### src/rtl/mru_pkg.sv
// Package for the MRU recency list: word field widths, op codes, defaults
// and the struct handed from cell to cell along the chain. No dependencies.
package mru_pkg;

  localparam int DEPTH_DEF    = 8;
  localparam int ID_WIDTH_DEF = 16;

  // Fixed widths of the channel fields
  localparam int ID_W  = 16;
  localparam int POS_W = 3;
  localparam int CNT_W = 4;

  localparam logic [CNT_W-1:0] CAP_RESET = 4'd8;

  localparam logic OP_VISIT = 1'b0;
  localparam logic OP_READ  = 1'b1;

  // Match status rippling from the newest cell towards the oldest
  typedef struct packed {
    logic             found;
    logic [POS_W-1:0] pos;
  } mru_chain_t;

endpackage

### src/rtl/mru_ifs.sv
// Channel interfaces for the MRU recency list: request, response and
// capacity write. Depends on mru_pkg for field widths.
interface mru_req_if import mru_pkg::*; ();
  logic             valid;
  logic             ready;
  logic             op;
  logic [ID_W-1:0]  visited_id;
  logic [POS_W-1:0] read_position;

  modport source (output valid, op, visited_id, read_position, input ready);
  modport sink   (input valid, op, visited_id, read_position, output ready);
endinterface

interface mru_rsp_if import mru_pkg::*; ();
  logic             valid;
  logic             ready;
  logic [CNT_W-1:0] list_length;
  logic             hit;
  logic [POS_W-1:0] hit_position;
  logic [CNT_W-1:0] evicted_count;
  logic             entry_valid;
  logic [ID_W-1:0]  entry_value;

  modport source (output valid, list_length, hit, hit_position, evicted_count,
                  entry_valid, entry_value, input ready);
  modport sink   (input valid, list_length, hit, hit_position, evicted_count,
                  entry_valid, entry_value, output ready);
endinterface

interface mru_cfg_if import mru_pkg::*; ();
  logic             valid;
  logic             ready;
  logic [CNT_W-1:0] data;

  modport source (output valid, data, input ready);
  modport sink   (input valid, data, output ready);
endinterface

### src/rtl/mru_recency_list.sv
// Top level of the MRU recency list: a chain of mru_cell slots, length and
// capacity registers and the response register. Depends on mru_pkg, mru_ifs, mru_cell.
//
// Most-recently-used list of up to DEPTH identifiers, newest in slot 0. One
// request word is taken per clock and its response appears in the next cycle
// from a single output register; a request is taken while that register is
// empty or being drained. Every slot compares in parallel, and the first-match
// flag ripples down the cell chain, so the chain length (DEPTH) sets the clock.
// A visit moves the identifier to the front and trims to the capacity; a
// capacity write takes effect at the next visit.
module mru_recency_list import mru_pkg::*; #(
  parameter int DEPTH    = DEPTH_DEF,
  parameter int ID_WIDTH = ID_WIDTH_DEF
) (
  input logic        clk,
  input logic        rst,
  mru_req_if.sink    req,
  mru_rsp_if.source  rsp,
  mru_cfg_if.sink    cfg
);

  localparam int LW   = $clog2(DEPTH + 2);
  localparam int SW   = (LW > CNT_W) ? LW : CNT_W;
  localparam int RD_N = (DEPTH < 8) ? DEPTH : 8;

  logic [LW-1:0]       length;
  logic [LW-1:0]       length_next;
  logic [CNT_W-1:0]    capacity;
  logic                take;
  logic                visit;
  logic [ID_WIDTH-1:0] id;

  logic [ID_WIDTH-1:0] cell_entry [DEPTH];
  logic [ID_WIDTH-1:0] cell_d     [DEPTH];
  mru_chain_t          chain      [DEPTH+1];

  logic             hit;
  logic [SW-1:0]    len_s;
  logic [SW-1:0]    cap_s;
  logic [SW-1:0]    newlen;
  logic [SW-1:0]    evicted;
  logic             rd_valid;
  logic [ID_W-1:0]  rd_value;

  assign take  = req.valid && req.ready;
  assign visit = take && (req.op == OP_VISIT);
  assign id    = ID_WIDTH'(req.visited_id);
  assign chain[0] = '{found: 1'b0, pos: '0};

  for (genvar i = 0; i < DEPTH; i++) begin : g_cell
    if (i == 0) begin : g_head
      assign cell_d[i] = id;
    end else begin : g_body
      assign cell_d[i] = cell_entry[i-1];
    end
    mru_cell #(.IDX(i), .ID_WIDTH(ID_WIDTH), .LW(LW)) u_cell (
      .clk       (clk),
      .visit     (visit),
      .id        (id),
      .length    (length),
      .d_in      (cell_d[i]),
      .chain_in  (chain[i]),
      .chain_out (chain[i+1]),
      .entry     (cell_entry[i])
    );
  end

  assign hit = chain[DEPTH].found;

  // Length after the visit, trimmed to the capacity saturated at DEPTH
  always_comb begin
    len_s   = SW'(length);
    cap_s   = (SW'(capacity) > SW'(DEPTH)) ? SW'(DEPTH) : SW'(capacity);
    newlen  = len_s - SW'(hit) + SW'(1);
    evicted = '0;
    if (cap_s == '0) begin
      evicted = len_s - SW'(hit);
      newlen  = '0;
    end else if (newlen > cap_s) begin
      evicted = newlen - cap_s;
      newlen  = cap_s;
    end
    length_next = LW'(newlen);
  end

  always_comb begin
    rd_valid = 1'b0;
    rd_value = '0;
    for (int i = 0; i < RD_N; i++) begin
      if (req.read_position == POS_W'(i) && SW'(i) < len_s) begin
        rd_valid = 1'b1;
        rd_value = ID_W'(cell_entry[i]);
      end
    end
  end

  assign req.ready = !rsp.valid || rsp.ready;
  assign cfg.ready = 1'b1;

  always_ff @(posedge clk) begin
    if (rst) begin
      length   <= '0;
      capacity <= CAP_RESET;
    end else begin
      if (cfg.valid) begin
        capacity <= cfg.data;
      end
      if (visit) begin
        length <= length_next;
      end
    end
  end

  always_ff @(posedge clk) begin
    if (rst) begin
      rsp.valid <= 1'b0;
    end else if (take) begin
      rsp.valid <= 1'b1;
    end else if (rsp.ready) begin
      rsp.valid <= 1'b0;
    end
  end

  // Hold the response word until taken
  always_ff @(posedge clk) begin
    if (take) begin
      if (req.op == OP_VISIT) begin
        rsp.list_length   <= newlen[CNT_W-1:0];
        rsp.hit           <= hit;
        rsp.hit_position  <= chain[DEPTH].pos;
        rsp.evicted_count <= evicted[CNT_W-1:0];
        rsp.entry_valid   <= 1'b0;
        rsp.entry_value   <= '0;
      end else begin
        rsp.list_length   <= len_s[CNT_W-1:0];
        rsp.hit           <= 1'b0;
        rsp.hit_position  <= '0;
        rsp.evicted_count <= '0;
        rsp.entry_valid   <= rd_valid;
        rsp.entry_value   <= rd_value;
      end
    end
  end

endmodule

### src/rtl/mru_cell.sv
// One slot of the MRU list: holds an identifier, compares it with the visited
// one and takes its newer neighbour's value on a shift. Depends on mru_pkg.
module mru_cell import mru_pkg::*; #(
  parameter int IDX      = 0,
  parameter int ID_WIDTH = ID_WIDTH_DEF,
  parameter int LW       = 4
) (
  input  logic                clk,
  input  logic                visit,
  input  logic [ID_WIDTH-1:0] id,
  input  logic [LW-1:0]       length,
  input  logic [ID_WIDTH-1:0] d_in,
  input  mru_chain_t          chain_in,
  output mru_chain_t          chain_out,
  output logic [ID_WIDTH-1:0] entry
);

  localparam logic [LW:0] IDX_L = (LW+1)'(IDX);

  logic in_list;
  logic match;
  logic load;

  assign in_list = IDX_L < {1'b0, length};
  assign match   = in_list && (entry == id);

  // Shift up to and including the first match, or over the whole list on a miss
  assign load = visit && !chain_in.found && (IDX_L <= {1'b0, length});

  always_comb begin
    chain_out = chain_in;
    if (!chain_in.found && match) begin
      chain_out.found = 1'b1;
      chain_out.pos   = POS_W'(IDX);
    end
  end

  always_ff @(posedge clk) begin
    if (load) begin
      entry <= d_in;
    end
  end

endmodule
### src/flat_wrapper.sv
// flat-port wrapper written by rule: the top's interface ports become plain ports
module mru_recency_list_flat import mru_pkg::*;
#(
  parameter int DEPTH    = DEPTH_DEF,
  parameter int ID_WIDTH = ID_WIDTH_DEF
)
  (clk, rst, req_valid, req_op, req_visited_id, req_read_position, req_ready, rsp_valid, rsp_list_length, rsp_hit, rsp_hit_position, rsp_evicted_count, rsp_entry_valid, rsp_entry_value, rsp_ready, cfg_valid, cfg_data, cfg_ready);
  mru_req_if req_i ();
  mru_rsp_if rsp_i ();
  mru_cfg_if cfg_i ();
  input logic clk;
  input logic rst;
  input wire logic [$bits(req_i.valid)-1:0] req_valid;
  input wire logic [$bits(req_i.op)-1:0] req_op;
  input wire logic [$bits(req_i.visited_id)-1:0] req_visited_id;
  input wire logic [$bits(req_i.read_position)-1:0] req_read_position;
  output wire logic [$bits(req_i.ready)-1:0] req_ready;
  output wire logic [$bits(rsp_i.valid)-1:0] rsp_valid;
  output wire logic [$bits(rsp_i.list_length)-1:0] rsp_list_length;
  output wire logic [$bits(rsp_i.hit)-1:0] rsp_hit;
  output wire logic [$bits(rsp_i.hit_position)-1:0] rsp_hit_position;
  output wire logic [$bits(rsp_i.evicted_count)-1:0] rsp_evicted_count;
  output wire logic [$bits(rsp_i.entry_valid)-1:0] rsp_entry_valid;
  output wire logic [$bits(rsp_i.entry_value)-1:0] rsp_entry_value;
  input wire logic [$bits(rsp_i.ready)-1:0] rsp_ready;
  input wire logic [$bits(cfg_i.valid)-1:0] cfg_valid;
  input wire logic [$bits(cfg_i.data)-1:0] cfg_data;
  output wire logic [$bits(cfg_i.ready)-1:0] cfg_ready;
  assign req_i.valid = req_valid;
  assign req_i.op = req_op;
  assign req_i.visited_id = req_visited_id;
  assign req_i.read_position = req_read_position;
  assign req_ready = req_i.ready;
  assign rsp_valid = rsp_i.valid;
  assign rsp_list_length = rsp_i.list_length;
  assign rsp_hit = rsp_i.hit;
  assign rsp_hit_position = rsp_i.hit_position;
  assign rsp_evicted_count = rsp_i.evicted_count;
  assign rsp_entry_valid = rsp_i.entry_valid;
  assign rsp_entry_value = rsp_i.entry_value;
  assign rsp_i.ready = rsp_ready;
  assign cfg_i.valid = cfg_valid;
  assign cfg_i.data = cfg_data;
  assign cfg_ready = cfg_i.ready;
  mru_recency_list #(.DEPTH(DEPTH), .ID_WIDTH(ID_WIDTH)) u_core (.clk(clk), .rst(rst), .req(req_i), .rsp(rsp_i), .cfg(cfg_i));
endmodule
### config.mk
export PLATFORM = sky130hd
export DESIGN_NAME = mru_recency_list_flat
export DESIGN_NICKNAME = d
export VERILOG_FILES = /design/src/rtl/mru_pkg.sv /design/src/rtl/mru_ifs.sv /design/src/rtl/mru_recency_list.sv /design/src/rtl/mru_cell.sv /design/src/flat_wrapper.sv
export SDC_FILE = /design/constraint.sdc
export NUM_CORES = 1
export LEC_CHECK = 0
export BUFFER_PORTS_ARGS = -buffer_cell sky130_fd_sc_hd__buf_2
export CAP_MARGIN = 15
export CELL_PAD_IN_SITES_DETAIL_PLACEMENT = 1
export CELL_PAD_IN_SITES_GLOBAL_PLACEMENT = 2
export CORE_MARGIN = 2
export CORE_UTILIZATION = 25
export CTS_CLUSTER_SIZE = 24
export DETAILED_ROUTE_END_ITERATION = 8
export PLACE_DENSITY = 0.54
export SLEW_MARGIN = 20
export SYNTH_ARGS = -nofsm -noshare
export SYNTH_HDL_FRONTEND = slang
export SYNTH_SLANG_ARGS = --single-unit
### constraint.sdc
create_clock -name clk -period 14.5 [get_ports clk]
set_input_delay 3.625 -clock clk [delete_from_list [all_inputs] [get_ports clk]]
set_output_delay 3.625 -clock clk [all_outputs]
set_load 0.1 [all_outputs]
==> reports/qor.yml <==
status:
  outcome: "finished, final reports clean"
clock_tree:
  cts_hold_buffers: 0
  clk_latency_ps: 440
  cts_sinks: 166
  cts_root_buffer: "clkbuf_16"
  htree_levels: 4
  cts_buffers: 17
  cts_tree: "yes"
  cts_resized: 0
  path_clk_slew_ps: 70
  postCtsSetupBuffers: 0
  clockBufferDepth: 2
sta:
  rsz0062_at_grt: "no"
  setup_ws_ps: 6610
  timing.setup.tns_ps: 0
  setup_viol_count_final: 0
  drv_slew: 0
  max_slew_margin_pct: 28.3
  fin_skew_ps: 17.0
  period_minus_slack_ps: 7890
  fin_crit_sh_pct: 54.4
  clock.fmax_mhz: 127
  worst_pin_slew_ps: 1070
  hold_viol: 0
  fin_hold_ws_ps: 500
synth:
  synthFlopType: "edfxtp_1"
  synth_cell_type_count: 55
  syn_inst: 659
  syn_area_per_cell_sq_um: 12.5
  post-synth-top-count-cell: "edfxtp_1"
  synth_edf_count: 157
  async_flop_share_pct: 0
  synth_top_area_share_pct: 57.2
  synthTopCellsByCount: "edfxtp_1 (157), xor2_1 (97), nor2_1 (38)"
  mappedNetlistArea_sq_um: 8240
  syn_nets: 696
  yosysSeqAreaShare_pct: 59.4
  ys_seq_elements: 166
  synth_top_area_cell: "edfxtp_1"
  synth_warnings: 0
  synth_area_leaders: "edfxtp_1 (57%), xor2_1 (10%), xnor2_1 (3.9%)"
route:
  wl_per_cell_um: 21.5
  avgViaCountPerCell: 4.67
  vias: 5409
  drc: 0
  ant_nets: 0
  drtPass1Iterations: 5
  wl_um: 24800
  first_iter_violations: 367
place:
  gp_congestion: 0.804
  port_buffers: 59
  dpl-instance-area_sq_um: 8980
  hpwl_um: 19300
  pre_cts_ws_ps: 6310
power_and_ir_drop:
  combPwrFrac_pct: 10.0
  ir_drop_v: 0.0000564
  powerDensity_nw_per_um2: 118
  p_clk_share_pct: 42.2
  pwr-share-seq_pct: 47.8
  power.leakage_uw: 0.00324
  intPower_uw: 807
  power.switching_uw: 321
  swShare_pct: 28.5
floorplan:
  start_util_pct: 25.3
  ios: 61
  die_h_um: 186
  die_x_um: 186
  coreArea_sq_um: 32500
  dieArea_sq_um: 34400
  row_count: 66
critical_path:
  arrival_ps: 4260
  cp_max_fo: 3
  path_class: "in2out"
  start_kind: "primary input"
  required_ps: 10880
  critPathCaptureType: "output pin"
final_layout:
  stdcell_area_sq_um: 9590
  fillers: 3655
  layout-drive-gt1-share_pct: 15.6
  final_net_count: 740
  synthToLayoutAreaGrowth_pct: 16.3
  diodes: 0
global_route:
  antenna_found_initial: 0
  grt_pass1_wl_um: 37900
  grt-ovfl-total: 0
  grt_pass1_vias: 5817
  grt_max_degree: 31
  track_usage_pct: 15.1
worst_hold_path:
  hp-class: "reg2reg"
run:
  drv_cap: 0
per-stage QoR:
stage / instances / utilization, % / power, uW
finish: 1158 / 29.5 / 1130
global route: 1158 / 29.5 / 1170
detailed placement: 1126 / 27.6 / 665
floorplan: 659 / - / 634
global placement: 1126 / 27.6 / 663
CTS: 1158 / 29.5 / 1140
layout make-up:
| type | count | area (sq um) | area share [%] |
|---|---|---|---|
| Clock buffer | 17 | 425 | 4.44 |
| Clock inverter | 15 | 180 | 1.88 |
| Inverter | 21 | 78.8 | 0.822 |
| Multi-Input combinational cell | 429 | 3090 | 32.2 |
| Sequential cell | 166 | 4890 | 51.1 |
| Tap cell | 442 | 553 | 5.77 |
| Timing Repair Buffer | 68 | 363 | 3.79 |
layout by cell type (no fill, tap or decap), drive strengths merged, types with 8 or more instances in the layout:
cell / instances
clkbuf: 17
nor3: 12
a211oi: 14
nor4: 27
a21oi: 11
dfxtp: 9
a22oi: 20
inv: 29
xnor2: 37
nor2: 38
nand4: 14
buf: 68
xor2: 97
o21ai: 20
a31oi: 14
edfxtp: 157
mux2i: 8
nand2: 27
final timing paths:
path	to	cells past startpoint	startpoint	slack, ps
setup / recovery	req_ready	3	rsp_ready	6610
setup reg to reg	u_core.rsp.list_length[2]	17	u_core.len_s[3]	9670
hold reg to reg	u_core.g_cell[7].u_cell.entry[2]	0	u_core.g_cell[6].u_cell.entry[2]	500
hold / removal	u_core.g_cell[7].u_cell.entry[2]	0	u_core.g_cell[6].u_cell.entry[2]	500
cell families (layout without fill, tap and decap cells):
group / Yosys count / count (layout) / share of synthesized area (%)
multiplexers: 9 / 9 / 1.11
other: 1 / 1 / 0.0455
XOR/XNOR: 134 / 134 / 14.2
AND/OR/NAND/NOR: 150 / 150 / 9.67
buffers and inverters: 64 / 121 / 3.38
flip-flops: 166 / 166 / 59.4
adder cells (fa/ha/maj): 8 / 8 / 1.31
AO/OA/AOI/OAI: 127 / 127 / 10.9
routing by layer:
metal,vias to the layer above,track usage (%),wire [um]
met5,-,0,0
met1,2742,21.5,12300
met3,17,2.41,742
li1,2551,-,-
met2,99,24.0,11600
met4,0,3.43,257
sequential cells by signal (all words and copies together), names as in the netlist:
register / count
u_core.capacity: 4
u_core.g_cell.u_cell.entry: 128
u_core.len_s: 4
u_core.rsp.entry_valid: 1
u_core.rsp.entry_value: 16
u_core.rsp.evicted_count: 4
u_core.rsp.hit: 1
u_core.rsp.hit_position: 3
u_core.rsp.list_length: 4
u_core.rsp.valid: 1
power groups by stage:
stage	Clock [uW]	Combinational [uW]	Sequential, uW
floorplan	0	52.1	582
global placement	0	114	549
detailed placement	0	115	550
CTS	487	115	539
global route	506	122	540
finish	476	113	539
critical path: stages:
cell	delay (ps)
buf_2	70
nand2b_1	120
buf_2	440
No activity file was read; power rests on OpenSTA's default activity.
